$ cat src/sha_pkg.sv
package sha_pkg;

  localparam int QDEPTH = 2;

  typedef logic [15:0][31:0] blk_t;

  typedef struct packed {
    logic fin;
    blk_t words;
  } job_t;

  localparam logic [7:0][31:0] IV = {
    32'h5be0cd19, 32'h1f83d9ab, 32'h9b05688c, 32'h510e527f,
    32'ha54ff53a, 32'h3c6ef372, 32'hbb67ae85, 32'h6a09e667
  };

  localparam logic [31:0] RC [64] = '{
    32'h428a2f98, 32'h71374491, 32'hb5c0fbcf, 32'he9b5dba5,
    32'h3956c25b, 32'h59f111f1, 32'h923f82a4, 32'hab1c5ed5,
    32'hd807aa98, 32'h12835b01, 32'h243185be, 32'h550c7dc3,
    32'h72be5d74, 32'h80deb1fe, 32'h9bdc06a7, 32'hc19bf174,
    32'he49b69c1, 32'hefbe4786, 32'h0fc19dc6, 32'h240ca1cc,
    32'h2de92c6f, 32'h4a7484aa, 32'h5cb0a9dc, 32'h76f988da,
    32'h983e5152, 32'ha831c66d, 32'hb00327c8, 32'hbf597fc7,
    32'hc6e00bf3, 32'hd5a79147, 32'h06ca6351, 32'h14292967,
    32'h27b70a85, 32'h2e1b2138, 32'h4d2c6dfc, 32'h53380d13,
    32'h650a7354, 32'h766a0abb, 32'h81c2c92e, 32'h92722c85,
    32'ha2bfe8a1, 32'ha81a664b, 32'hc24b8b70, 32'hc76c51a3,
    32'hd192e819, 32'hd6990624, 32'hf40e3585, 32'h106aa070,
    32'h19a4c116, 32'h1e376c08, 32'h2748774c, 32'h34b0bcb5,
    32'h391c0cb3, 32'h4ed8aa4a, 32'h5b9cca4f, 32'h682e6ff3,
    32'h748f82ee, 32'h78a5636f, 32'h84c87814, 32'h8cc70208,
    32'h90befffa, 32'ha4506ceb, 32'hbef9a3f7, 32'hc67178f2
  };

endpackage

$ cat src/sha_back.sv
module sha_back (
  input  logic          clk,
  input  logic          rst_n,
  input  logic          q_empty,
  input  sha_pkg::job_t q_job,
  output logic          pop,
  output logic          out_valid,
  input  logic          out_ready,
  output logic [31:0]   digest_word,
  output logic [2:0]    word_index,
  output logic          last_word
);

  typedef enum logic [1:0] {B_IDLE, B_RND, B_ADD, B_OUT} bstate_t;

  bstate_t              state_r;
  logic [7:0][31:0]     v_r, v_nxt, hash_r, dig_r;
  sha_pkg::blk_t        w_r;
  logic [31:0]          w_new, t1, t2, a, e;
  logic [5:0]           rnd_r;
  logic                 fin_r, obusy_r;
  logic [2:0]           oidx_r;

  function automatic logic [31:0] rotr(logic [31:0] x, int n);
    return (x >> n) | (x << (32 - n));
  endfunction

  assign pop         = (state_r == B_IDLE) && !q_empty;
  assign out_valid   = obusy_r;
  assign digest_word = dig_r[0];
  assign word_index  = oidx_r;
  assign last_word   = (oidx_r == 3'd7);

  always_comb begin
    a = v_r[0];
    e = v_r[4];
    w_new = w_r[0] + w_r[9]
          + (rotr(w_r[1], 7) ^ rotr(w_r[1], 18) ^ (w_r[1] >> 3))
          + (rotr(w_r[14], 17) ^ rotr(w_r[14], 19) ^ (w_r[14] >> 10));
    t1 = v_r[7] + (rotr(e, 6) ^ rotr(e, 11) ^ rotr(e, 25))
       + ((e & v_r[5]) ^ (~e & v_r[6])) + sha_pkg::RC[rnd_r] + w_r[0];
    t2 = (rotr(a, 2) ^ rotr(a, 13) ^ rotr(a, 22))
       + ((a & v_r[1]) ^ (a & v_r[2]) ^ (v_r[1] & v_r[2]));
    v_nxt    = {v_r[6:4], v_r[3] + t1, v_r[2:0], t1 + t2};
  end

  always_ff @(posedge clk) begin
    if (!rst_n) begin
      state_r  <= B_IDLE;
      obusy_r  <= 1'b0;
      oidx_r   <= '0;
      hash_r   <= sha_pkg::IV;
    end else begin
      if (obusy_r && out_ready) begin
        dig_r  <= {32'h0, dig_r[7:1]};
        oidx_r <= oidx_r + 3'd1;
        if (oidx_r == 3'd7) obusy_r <= 1'b0;
      end
      unique case (state_r)
        B_IDLE: begin
          if (!q_empty) begin
            w_r     <= q_job.words;
            fin_r   <= q_job.fin;
            v_r     <= hash_r;
            rnd_r   <= '0;
            state_r <= B_RND;
          end
        end
        B_RND: begin
          v_r   <= v_nxt;
          w_r   <= {w_new, w_r[15:1]};
          rnd_r <= rnd_r + 6'd1;
          if (rnd_r == 6'd63) state_r <= B_ADD;
        end
        B_ADD: begin
          for (int i = 0; i < 8; i++) hash_r[i] <= hash_r[i] + v_r[i];
          state_r <= fin_r ? B_OUT : B_IDLE;
        end
        default: begin
          if (!obusy_r) begin
            dig_r   <= hash_r;
            obusy_r <= 1'b1;
            oidx_r  <= '0;
            hash_r  <= sha_pkg::IV;
            state_r <= B_IDLE;
          end
        end
      endcase
    end
  end

endmodule
$ cat config.mk
export PLATFORM = sky130hd
export DESIGN_NAME = sha_back
export DESIGN_NICKNAME = d
export VERILOG_FILES = /design/src/sha_pkg.sv /design/src/sha_back.sv
export SDC_FILE = /design/constraint.sdc
export NUM_CORES = 2
export LEC_CHECK = 0
export BUFFER_PORTS_ARGS = -buffer_cell sky130_fd_sc_hd__buf_2
export CAP_MARGIN = 20
export CORE_MARGIN = 4
export CORE_UTILIZATION = 47
export DETAILED_ROUTE_END_ITERATION = 8
export PLACE_DENSITY = 0.75
export SYNTH_ARGS = -nofsm -noshare
export SYNTH_HDL_FRONTEND = slang
export SYNTH_SLANG_ARGS = --single-unit
$ cat constraint.sdc
create_clock -name clk -period 92.9 [get_ports clk]
set_clock_uncertainty 0.05 [all_clocks]
set_input_delay 23.225 -clock clk [delete_from_list [all_inputs] [get_ports clk]]
set_output_delay 23.225 -clock clk [all_outputs]
set_load 0.02 [all_outputs]
==> flow_summary_export.csv <==
group,metric,value,unit
grt,track_usage,28.23,%
critical_path,cp-start-kind,"primary input",
critical_path,cp_max_fo,2,
sta,max_freq,21.32,MHz
layout,layout.nets,9026,
synthesis,syn-instance-count,7553,
layout,drive_gt1_share,20.80,%
clock_network,cts_buffers,146,
floorplan,die_h,423.6,um
sta,timing.setup.tns,0,ns
clock_network,cts_hold_buf,0,
worst_hold_path,min_to,"word_index[2]",
synthesis,syn-cell-area,0.08117,sq mm
synthesis,synth_top_area_share,38.14,%
critical_path,r2r_slack,83.15,ns
floorplan,initial_core_util,47.27,%
floorplan,pin_count,555,
routing,via_per_inst,6.004,
placement,placed_cells,10072,
status,status,"complete, no violations",
layout,area_delta_synth_final,11.85,%
routing,wl,263000,um
synthesis,synthSimpleGateAreaFrac,9.171,%
synthesis,synth_xor_xnor_area_share,6.270,%
sta,hold_viol,0,
routing,route.vias.total,62353,
clock_network,path_clk_slew,0.05,ns
critical_path,end_kind,"output port",
synthesis,ys_seq_elements,1293,
sta,max_slew_margin,18.44,%
floorplan,core_region_area,0.1717,sq mm
worst_hold_path,hold_path_depth,2,
placement,io_buffers,554,
synthesis,synthTopCellsByArea,"edfxtp_1, mux2_2, dfxtp_1",
clock_network,cts_setup_buffers,0,
sta,setup_viol,0,
routing,drc,0,
routing,dr.pass1.iters,7,
synthesis,synth-seq-area-share,44.60,%
critical_path,crit_chain,"buf_2, nor2b_1, buf_2",
clock_network,cts-root-buf,"clkbuf_16",
synthesis,synthArstFlopShare,0,%
sta,drv_slew,0,
critical_path,reg2reg_to,"a[31]",
sta,tightestPinTransition,1.223,ns
clock_network,cts.sinks,1293,
layout,seq_area,0.03620,sq mm
clock_network,cts_resized,0,
placement,dp_hpwl,192300,um
grt,overflow,0,
routing,drtIter0Drc,6219,
critical_path,cp.required,69.62,ns
placement,place_congestion,0.9823,
critical_path,r2r-start,"rnd_r[1]",
synthesis,synthMuxAreaShare,11.04,%
synthesis,synth_fp_nets,8669,
clock_network,htreeDepth,4,
routing,route.antenna.remaining_nets,0,
synthesis,synth_top_area_cell,"edfxtp_1",
synthesis,synth-compound-area-share,13.50,%
critical_path,cpMostUsedCell,"buf_2",
floorplan,die-width,423.6,um
sta,min_period_over_period,50.50,%
critical_path,slowest_stage,"buf_2",
grt,grt_pass1_wl,383800,um
critical_path,slowest_delay,0.18,ns
clock_network,clockBufferDepth,3,
layout,fillers,14759,
layout,instances_no_fill,10385,
grt,grt_max_degree,174,
synthesis,synth_flop_cell,"edfxtp_1",
sta,post-route-min-period,46.91,ns
worst_hold_path,holdCritStartpoint,"word_index[2]",
job,cap_violations,0,
critical_path,crit_type,"primary input to output port",
routing,post_drt_wl_per_cell,25.32,um
clock_network,cts_tree,"done",
critical_path,reg2reg_depth,32,
synthesis,synth_edf_count,1031,
synthesis,avgSynthCellArea,10.75,sq um
grt,antenna_found_initial,62,
floorplan,num_rows,152,
synthesis,yosysWarningCount,0,
grt,grt_pass1_vias,61131,
worst_hold_path,hp-class,"flop to flop",
synthesis,synth_cell_type_count,92,
layout,multi_input_area,0.04155,sq mm
sta,rsz0062_at_grt,"false",
clock_network,clock_latency,0.84,ns
critical_path,worstPathArrival,23.64,ns
synthesis,synth_adder_area_share,11.09,%
synthesis,synth_top_family_by_area,"compound AO/OA/AOI/OAI gates",
floorplan,die_area,0.1794,sq mm
## cells by family after synthesis
logic type / Yosys count
buffers and inverters: 903
muxes: 789
AOI/OAI and AO/OA: 1712
DFF: 1293
xor gates and xnor gates: 578
adders and majority gates: 602
and+or+nand+nor: 1676
## critical path: cells and delay by family
kind,cells,cell delay [ns]
and+or+nand+nor,1,0.12
buffers and inverters,2,0.28
## registers in the layout, summed over array words and instances, names as in the netlist, 2 cells and up
| register | flops |
|---|---|
| dig_r | 224 |
| v_r | 64 |
| state_r | 2 |
| hash_r | 256 |
| v_nxt | 128 |
| a | 32 |
| word_index | 3 |
| digest_word | 32 |
| w_r | 512 |
| e | 32 |
| rnd_r | 6 |
## metal layers
metal | share of wire (%) | track usage (%) | wire [um] | vias up
met1 | 38 | 35.61 | 100300 | 30382
met4 | 5.8 | 14.69 | 15350 | 24
met3 | 9.3 | 5.664 | 24330 | 661
met5 | 0.064 | 0 | 168 | -
li1 | - | - | - | 28033
met2 | 47 | 46.02 | 122800 | 3253
## per-stage QoR
step           hold slack (ns)  util [%]  instance area [sq um]  setup slack (ns)
2_1_floorplan           0.4028         -                  81170             35.14
3_3_place_gp            0.4100     49.99                  85850             45.98
3_5_place_dp            0.4264     50.00                  85870             45.98
4_1_cts                 0.4360     52.80                  90680             45.98
5_1_grt                 0.4625     52.84                  90750             45.97
6_report                0.4284     52.87                  90800             45.99
## layout by cell type, fill, tap and decap left out, types with 189 or more instances in the layout
cell	count
o21ai_0	259
nand2_1	445
xnor2_1	353
dfxtp_1	262
buf_2	553
o22ai_1	310
xor2_1	223
ha_1	400
edfxtp_1	1031
inv_1	482
a21o_1	189
fa_1	197
nor2_1	710
mux2_2	768
a21oi_1	400
## worst max path at each step
stage                        from  endpoint  slack, ns  depth (start not counted)
after floorplan             rst_n      a[0]      35.14                          4
after global routing      q_empty       pop      45.97                          3
after CTS                 q_empty       pop      45.98                          3
after global placement    q_empty       pop      45.98                          3
after detailed placement  q_empty       pop      45.98                          3
final                     q_empty       pop      45.99                          3
## synth_stat cells, types with 25 or more instances
master and instances:
o21a_1 49, a21boi_0 25, dfxtp_1 262, o211ai_1 26, buf_4 32, a31oi_1 57
buf_1 40, o31ai_1 27, a211oi_1 40, nand3_1 93, edfxtp_1 1031, o21ai_0 259
o21ai_1 45, xnor2_1 353, mux2_2 768, xor2_1 223, o22ai_1 310, nand2b_1 50
nor2b_1 108, fa_1 197, inv_1 482, clkbuf_1 344, and3_1 45, o21bai_1 41
nand2_1 451, ha_1 402, nor2_1 713, a21o_1 189, nor3_1 70, a21oi_1 400
a22oi_1 63, or3_1 29, and2_1 34
## cell type report
type                            instances  share of cell area [%]
Inverter                              486                   2.009
Clock inverter                         69                  0.9743
Antenna cell                           48                  0.1323
Timing Repair Buffer                  626                   3.743
Sequential cell                      1293                   39.87
Clock buffer                          196                   4.319
Multi-Input combinational cell       5357                   45.76
Tap cell                             2310                   3.183
Power is left out: the tool's default activity adds up to more than one toggle a clock period on the data nets, which glitch-free logic cannot reach.
