File: src/sha_pkg.sv
package sha_pkg;

  localparam int QDEPTH = 2;

  typedef logic [15:0][31:0] blk_t;

  typedef struct packed {
    logic fin;
    blk_t words;
  } job_t;

  localparam logic [7:0][31:0] IV = {
    32'h5be0cd19, 32'h1f83d9ab, 32'h9b05688c, 32'h510e527f,
    32'ha54ff53a, 32'h3c6ef372, 32'hbb67ae85, 32'h6a09e667
  };

  localparam logic [31:0] RC [64] = '{
    32'h428a2f98, 32'h71374491, 32'hb5c0fbcf, 32'he9b5dba5,
    32'h3956c25b, 32'h59f111f1, 32'h923f82a4, 32'hab1c5ed5,
    32'hd807aa98, 32'h12835b01, 32'h243185be, 32'h550c7dc3,
    32'h72be5d74, 32'h80deb1fe, 32'h9bdc06a7, 32'hc19bf174,
    32'he49b69c1, 32'hefbe4786, 32'h0fc19dc6, 32'h240ca1cc,
    32'h2de92c6f, 32'h4a7484aa, 32'h5cb0a9dc, 32'h76f988da,
    32'h983e5152, 32'ha831c66d, 32'hb00327c8, 32'hbf597fc7,
    32'hc6e00bf3, 32'hd5a79147, 32'h06ca6351, 32'h14292967,
    32'h27b70a85, 32'h2e1b2138, 32'h4d2c6dfc, 32'h53380d13,
    32'h650a7354, 32'h766a0abb, 32'h81c2c92e, 32'h92722c85,
    32'ha2bfe8a1, 32'ha81a664b, 32'hc24b8b70, 32'hc76c51a3,
    32'hd192e819, 32'hd6990624, 32'hf40e3585, 32'h106aa070,
    32'h19a4c116, 32'h1e376c08, 32'h2748774c, 32'h34b0bcb5,
    32'h391c0cb3, 32'h4ed8aa4a, 32'h5b9cca4f, 32'h682e6ff3,
    32'h748f82ee, 32'h78a5636f, 32'h84c87814, 32'h8cc70208,
    32'h90befffa, 32'ha4506ceb, 32'hbef9a3f7, 32'hc67178f2
  };

endpackage

File: src/sha_queue.sv
module sha_queue (
  input  logic          clk,
  input  logic          rst_n,
  input  logic          push,
  input  sha_pkg::job_t wr_job,
  input  logic          pop,
  output sha_pkg::job_t rd_job,
  output logic          full,
  output logic          empty
);

  localparam int AW = (sha_pkg::QDEPTH > 1) ? $clog2(sha_pkg::QDEPTH) : 1;
  localparam int CW = $clog2(sha_pkg::QDEPTH + 1);

  sha_pkg::job_t mem [sha_pkg::QDEPTH];
  logic [AW-1:0] wp_r, rp_r;
  logic [CW-1:0] cnt_r;

  assign full   = (cnt_r == CW'(sha_pkg::QDEPTH));
  assign empty  = (cnt_r == '0);
  assign rd_job = mem[rp_r];

  always_ff @(posedge clk) begin
    if (!rst_n) begin
      wp_r  <= '0;
      rp_r  <= '0;
      cnt_r <= '0;
    end else begin
      if (push) wp_r <= (wp_r == AW'(sha_pkg::QDEPTH - 1)) ? '0 : wp_r + 1'b1;
      if (pop)  rp_r <= (rp_r == AW'(sha_pkg::QDEPTH - 1)) ? '0 : rp_r + 1'b1;
      if (push && !pop)      cnt_r <= cnt_r + 1'b1;
      else if (pop && !push) cnt_r <= cnt_r - 1'b1;
    end
    if (push) mem[wp_r] <= wr_job;
  end

endmodule

File: config.mk
export PLATFORM = sky130hd
export DESIGN_NAME = sha_queue
export DESIGN_NICKNAME = d
export VERILOG_FILES = /design/src/sha_pkg.sv /design/src/sha_queue.sv
export SDC_FILE = /design/constraint.sdc
export NUM_CORES = 1
export LEC_CHECK = 0
export ABC_AREA = 0
export BUFFER_PORTS_ARGS = -buffer_cell sky130_fd_sc_hd__buf_2
export CORE_AREA = 2 2 405 407
export CTS_BUF_LIST = sky130_fd_sc_hd__clkbuf_16
export DETAILED_ROUTE_END_ITERATION = 6
export DIE_AREA = 0 0 407 409
export HOLD_SLACK_MARGIN = 0.02
export SYNTH_ARGS = -nofsm -noshare
export SYNTH_HDL_FRONTEND = slang
export SYNTH_SLANG_ARGS = --single-unit
File: constraint.sdc
create_clock -name clk -period 62.2 [get_ports clk]
set_input_delay 6.22 -clock clk [delete_from_list [all_inputs] [get_ports clk]]
set_output_delay 6.22 -clock clk [all_outputs]
set_load 0.005 [all_outputs]
==> results of run 1 <==
-- final timing paths --
kind	start	to	slack, ns
worst min register to register	cnt_r[1]$_SDFFE_PN0P_	cnt_r[1]$_SDFFE_PN0P_	0.53
worst min-delay path	cnt_r[1]$_SDFFE_PN0P_	cnt_r[1]$_SDFFE_PN0P_	0.53
worst max-delay path	register	rd_job[308]	50.28
worst max register to register	wp_r$_SDFFE_PN0P_	mem[1][210]$_DFFE_PP_	57.43
-- metal layers --
metal | up-vias | part of all wire [%] | track usage (%)
li1 | 8721 | - | -
met1 | 9921 | 37 | 12.4
met2 | 756 | 51 | 19.3
met3 | 186 | 9.8 | 4.49
met4 | 16 | 2.9 | 4.71
met5 | - | 0.10 | 0
-- critical path, cell delays in order (launching register included) --
cell and delay (ns):
dfxtp_4 0.78, buf_4 0.77, buf_4 0.80, buf_4 0.89
buf_4 0.82, mux2_2 0.43, buf_2 0.13
-- per-stage QoR --
stage | std cells | cell area, um^2
floorplan | 1618 | 37400
global placement | 4787 | 44900
detailed placement | 4787 | 44900
CTS | 4980 | 48300
global route | 4990 | 48300
finish | 4995 | 48300
-- power by group through the flow --
stage | registers [mW] | logic (mW) | clock network [mW]
after global routing | 0.816 | 0.160 | 0.667
after detailed placement | 0.828 | 0.150 | 0
after CTS | 0.813 | 0.151 | 0.642
after global placement | 0.827 | 0.149 | 0
after floorplan | 0.849 | 0.0758 | 0
final | 0.813 | 0.149 | 0.622
-- state kept, by name, summed over array words and instances (netlist names), named ones only --
signal,cells
mem,1026
wp_r,1
rp_r,1
cnt_r,2
-- area by class of cell --
type / count / share of cell area [%]
Clock inverter: 87 / 1.61
Clock buffer: 106 / 5.49
Timing Repair Buffer: 1051 / 11.0
Sequential cell: 1031 / 63.9
Antenna cell: 15 / 0.0776
Tap cell: 2175 / 5.63
Inverter: 1 / 0.00776
Multi-Input combinational cell: 529 / 12.2
-- kinds of logic (layout without fill, tap and decap cells) --
family / count (synthesis) / count (layout) / share of synthesized area (%)
adder cells (fa/ha/maj): 1 / 1 / 0.0334
XOR/XNOR: 3 / 3 / 0.0702
buffers and inverters: 58 / 1245 / 1.66
flip-flops: 1031 / 1031 / 82.6
other: 0 / 15 / 0
multiplexers: 513 / 513 / 15.4
AND/OR/NAND/NOR: 9 / 9 / 0.144
AO/OA/AOI/OAI: 3 / 3 / 0.0535
-- cells in the final DEF, fill, tap and decap left out, types with 3 or more instances in the layout --
master / Yosys / routed
and2_1: 4 / 3
buf_2: 4 / 1031
buf_4: 0 / 18
bufinv_16: 0 / 10
clkbuf_16: 0 / 106
clkinv_1: 0 / 26
clkinv_16: 0 / 4
clkinv_2: 0 / 19
clkinv_4: 0 / 3
clkinvlp_4: 0 / 3
dfxtp_1: 5 / 4
diode_2: 0 / 15
edfxtp_1: 1026 / 1026
inv_1: 1 / 19
mux2_2: 513 / 513
==> summary.md, run 1 <==
| Metric | Value |
|---|---|
| Run status | complete, no violations |
| Worst slew margin | 23.1% |
| Reg power frac | 51.3% |
| Setup tns final | 0 ns |
| Post-synth top cells | edfxtp_1 (1026), mux2_2 (513), buf_6 (53) |
| Worst Path Arrival | 5.70 ns |
| Post-synth top area cell | edfxtp_1 |
| Area of the multi-input gates | 5900 um^2 |
| Worst Setup Slack, final | 50.28 ns |
| Hold path cells | 2 |
| Drt total wl | 99600 um |
| CTS root buf | clkbuf_16 |
| Synth Warn # | 0 |
| # nets final | 3237 |
| Clk_skew | 0.0443 ns |
| Sequential area share after synthesis | 82.6% |
| Fill cells | 16000 |
| Sw frac | 22.5% |
| Fin crit share | 19.2% |
| Fmax | 0.0839 GHz |
| CP required | 55.98 ns |
| Std cell rows | 148 |
| Worst hold slack | 0.528 ns |
| #FFs+latches synth | 1031 |
| Dominant synthesized flop cell | edfxtp_1 |
| Num Clock Sinks | 1031 |
| Post-CTS setup buffers | 0 |
| GRT Total Usage | 11.3% |
| DRT antenna net count | 0 |
| Vias in the first global route | 20100 |
| Syn nets | 2136 |
| Synth top area cells | edfxtp_1 (82%), mux2_2 (15%), buf_6 (1.6%), dfxtp_1 (0.27%), and2_1 (0.067%) |
| I/O pin count | 1032 |
| CTS Hold Bufs | 0 |
| Sw Pwr | 0.357 mW |
| Worst Path Class, Setup | reg -> out |
| CTS H-tree lvls | 3 |
| TritonCTS clock tree | built |
| Drt first pass iters | 5 |
| Die Area | 166000 um^2 |
| Remaining Overflow, GRT | 0 |
| Drt initial violations | 1270 |
| Tightest Hold Check Type | reg -> reg |
| Max-slew violations | 0 |
| Max cap viols | 0 |
| Core footprint | 162000 um^2 |
| Power Dens Cells | 32.8 nW/um^2 |
| Cell with the most instances after synthesis | edfxtp_1 |
| Kind of start point of the critical path | register |
| Register Area | 30900 um^2 |
| Post-Synthesis Cells | 1618 |
| Gate power share | 9.4% |
| CTS max path bufs | 3 |
| Starting Density | 23.1% |
| Min Tclk post-route | 11.92 ns |
| Crit path max fanout | 74 |
| First-pass GRT wire length | 137000 um |
| Peak supply drop | 0.0000246 V |
| Die span in y | 409 um |
| Post-synth top area share | 82.3% |
| Clk pin slew, worst setup/hold paths | 0.06 ns |
| Post-synthesis async set-or-reset flop share | 0% |
| Crit end category | primary output |
| Leak | 17.6 nW |
| Pwr Total | 1.58 mW |
| Worst Reg-to-Reg Cells | 5 |
| Final routed DRC violation total | 0 |
| Yosys cell types | 16 |
| Layout area overhead | 29.2% |
| Final setup viols | 0 |
| DR vias | 19600 |
| Fin. Hold Viols | 0 |
| Mapped Area | 37400 um^2 |
| Worst-Skew Late Latency | 0.73 ns |
| Initial antenna violation count | 32 |
| Pin count of the biggest net entering global routing | 159 |
| Vias per cell | 3.92 |
| Setup WS pre-CTS | 50.95 ns |
| Fin util | 29.8% |
| Post-CTS resize count | 0 |
| PortBufs | 1031 |
| Total CTS buffers | 105 |
| RSZ-0062 raised after global routing | false |
| GPL Wtd Cong | 0.858 |
| Avg Cell Area, Syn | 23.1 um^2 |
| Part of the power in the clock network | 39.3% |
| Hpwl dp | 71300 um |
| Layout cells sized above 1 | 61.2% |
| Drt wl/cell | 19.9 um |
| Int Pwr | 1.23 mW |
| Slew @ Worst Pin | 1.15 ns |
| Die Width | 407 um |
| Number of flops mapped to enable cells by yosys | 1026 |
Note: power is estimated with default switching activity, not from simulation.
==> inputs of run 2 (changes only) <==
==> constraint.sdc (replaced) <==
create_clock -name clk -period 11.35 [get_ports clk]
set_input_delay 1.135 -clock clk [delete_from_list [all_inputs] [get_ports clk]]
set_output_delay 1.135 -clock clk [all_outputs]
set_load 0.005 [all_outputs]
==> run 2 against run 1 <==
Net effect: critical path depth decreased by 2; setup slack worse by 44 ns; first-iteration DRC count is 11% higher; clock power increased to 5.5 times the previous value; total power rose to 5.5 times the previous value; sequential power rose to 5.5 times the previous value; cell count barely moved; critical path type unchanged; critical endpoint is now rd_job[36]; largest cell class unchanged; largest power group unchanged; highest routed layer unchanged.
==> summary.md, run 2 (synthesis gave the netlist of run 1 again) <==
| Metric | Value |
|---|---|
| Worst Reg-to-Reg Cells | 4 (was 5) |
| GRT Total Usage | 11.6% (was 11.3%) |
| Initial antenna violation count | 52 (was 32) |
| Drt total wl | 102000 um (was 99600 um) |
| Kind of start point of the critical path | register (unchanged) |
| Regs by FF count | mem: 1026 flops, cnt_r: 2 flops (unchanged) |
| Vias in the first global route | 20000 (was 20100) |
| Worst hold endpoint | cnt_r[1]$_SDFFE_PN0P_ (unchanged) |
| Pin count of the biggest net entering global routing | 141 (was 159) |
| Layout area overhead | 29.5% (was 29.2%) |
| Fmax | 0.203 GHz |
| HP Start | cnt_r[1]$_SDFFE_PN0P_ (unchanged) |
| Std cell rows | 148 (unchanged) |
| TritonCTS clock tree | built (unchanged) |
| RR Endpoint | mem[0][40]$_DFFE_PP_ (was mem[1][210]$_DFFE_PP_) |
| Power Dens Cells | 180 nW/um^2 (was 32.8 nW/um^2) |
| Worst Path Class, Setup | reg -> out (unchanged) |
| CTS root buf | clkbuf_16 (unchanged) |
| CTS Hold Bufs | 0 (unchanged) |
| Post-CTS setup buffers | 0 (unchanged) |
| Worst slew margin | 19.7% (was 23.1%) |
| Worst-Skew Late Latency | 0.69 ns (was 0.73 ns) |
| PortBufs | 1031 (unchanged) |
| Tightest Hold Check Type | reg -> reg (unchanged) |
| Largest register FFs | 1026 (unchanged) |
| Final routed DRC violation total | 0 (unchanged) |
| Vias per cell | 3.95 (was 3.92) |
| Crit path max fanout | 128 (was 74) |
| Max cap viols | 0 (unchanged) |
| Die Area | 166000 um^2 (unchanged) |
| Slew @ Worst Pin | 1.21 ns (was 1.15 ns) |
| Fin crit share | 43.5% |
| Layout cells sized above 1 | 61.3% (was 61.2%) |
| Starting Density | 23.1% (unchanged) |
| Layout Cells excl Fill | 4993 (was 4995) |
| # nets final | 3234 (was 3237) |
| Hold path cells | 2 (unchanged) |
| Post-CTS resize count | 0 (unchanged) |
| Hpwl dp | 74100 um (was 71300 um) |
| Core footprint | 162000 um^2 (unchanged) |
| Drt initial violations | 1410 (was 1270) |
| Setup tns final | 0 ns (unchanged) |
| Drt wl/cell | 20.4 um (was 19.9 um) |
| Num Clock Sinks | 1031 (unchanged) |
| CTS max path bufs | 3 (unchanged) |
| Min Tclk post-route | 4.94 ns |
| First-pass GRT wire length | 139000 um (was 137000 um) |
| GPL Wtd Cong | 0.861 (was 0.858) |
| Leak | 17.6 nW (about the same) |
| Inst Count DP | 4782 (was 4787) |
| Final setup viols | 0 (unchanged) |
| Max incr delay on CP | 0.86 ns (was 0.89 ns) |
| DR vias | 19700 (was 19600) |
| R2R Path Start | wp_r$_SDFFE_PN0P_ (unchanged) |
| I/O pin count | 1032 (unchanged) |
| CP required | 10.22 ns (was 55.98 ns) |
| Worst Path Arrival | 3.80 ns (was 5.70 ns) |
| Die span in y | 409 um (unchanged) |
| Worst R2R Setup Slack | 8.21 ns (was 57.43 ns) |
| Crit end category | primary output (unchanged) |
| Clk_skew | 0.0233 ns (was 0.0443 ns) |
| Run status | complete, no violations (unchanged) |
| Total CTS buffers | 107 (was 105) |
| Critical path cell sequence | buf_4, buf_12, mux2_2, buf_2 (was buf_4, buf_4, buf_4, buf_4, mux2_2, buf_2) |
| Drt first pass iters | 5 (unchanged) |
| DRT antenna net count | 0 (unchanged) |
| RSZ-0062 raised after global routing | false (unchanged) |
| Clk pin slew, worst setup/hold paths | 0.06 ns (about the same) |
| Max-slew violations | 0 (unchanged) |
| Remaining Overflow, GRT | 0 (unchanged) |
| Pwr Total | 8.72 mW (was 1.58 mW) |
| Fin. Hold Viols | 0 (unchanged) |
| CTS H-tree lvls | 3 (unchanged) |
| Slowest-stage cell, CP | buf_4 (unchanged) |
| Die Width | 407 um (unchanged) |
| Peak supply drop | 0.000139 V (was 0.0000246 V) |
| Commonest cells after routing, fill and taps aside | buf_2 (1031), edfxtp_1 (1026), mux2_2 (513) (unchanged) |
| Commonest non-fill, non-tap cell in the layout | buf_2 (unchanged) |
| Top reg by flops | mem (unchanged) |
## run 2: changes by cell type in the layout (fill, tap and decap cells not counted), sizes merged
cell / delta
buf: -5
inv: +6
clkinv: -7
clkinvlp: -1
clkbuf: +4
diode: +1
## run 2: area by class of cell
type / count / area, um^2
multi-input combinational: 529 / 5900
antenna: 16 / 40.0
clock buffer: 110 / 2750
clock inverter: 85 / 744
timing repair buffer: 1046 / 5390
tap: 2175 / 2720
inverter: 1 / 3.75
fill: 16000 / 114000
sequential: 1031 / 30900
## run 2: through the flow
step / setup WS, ns / cell area [um^2] / hold slack [ns] / util [%]
after floorplan: 2.11 / 37400 / 0.473 / -
after global placement: 7.22 / 44900 / 0.488 / 27.7
after detailed placement: 7.17 / 44900 / 0.535 / 27.7
after CTS: 6.36 / 48400 / 0.516 / 29.9
after global routing: 6.22 / 48400 / 0.541 / 29.9
final: 6.41 / 48500 / 0.544 / 29.9
## run 2: worst max path at each step
stage             start                  end  depth (start not counted)
2_1_floorplan      push  mem[0][0]$_DFFE_PP_                          1
3_3_place_gp   register           rd_job[65]                          4
3_5_place_dp   register           rd_job[37]                          4
4_1_cts        register           rd_job[37]                          4
5_1_grt        register          rd_job[225]                          4
6_report       register           rd_job[36]                          4
## run 2: worst max-delay path, delay by kind of cell, from the launching register on
family	cells	cell delay, ns
buffers and inverters	3	1.53
flip-flops	1	0.68
multiplexers	1	0.42
## run 2: routing by layer
layer / vias to the layer above / GRT usage (%) / routed length, um / part of all wire (%)
met2: 817 / 20.0 / 51400 / 50
met4: 14 / 3.78 / 2690 / 2.6
met5: - / 0 / 92 / 0.090
met1: 9966 / 13.0 / 37600 / 37
li1: 8715 / - / - / -
met3: 188 / 4.57 / 10200 / 10
## run 2: report_power, final
group / switching, mW / internal, mW / total [mW]
combinational: 0.431 / 0.385 / 0.816
clock: 1.46 / 1.99 / 3.45
sequential: 0.0443 / 4.41 / 4.45
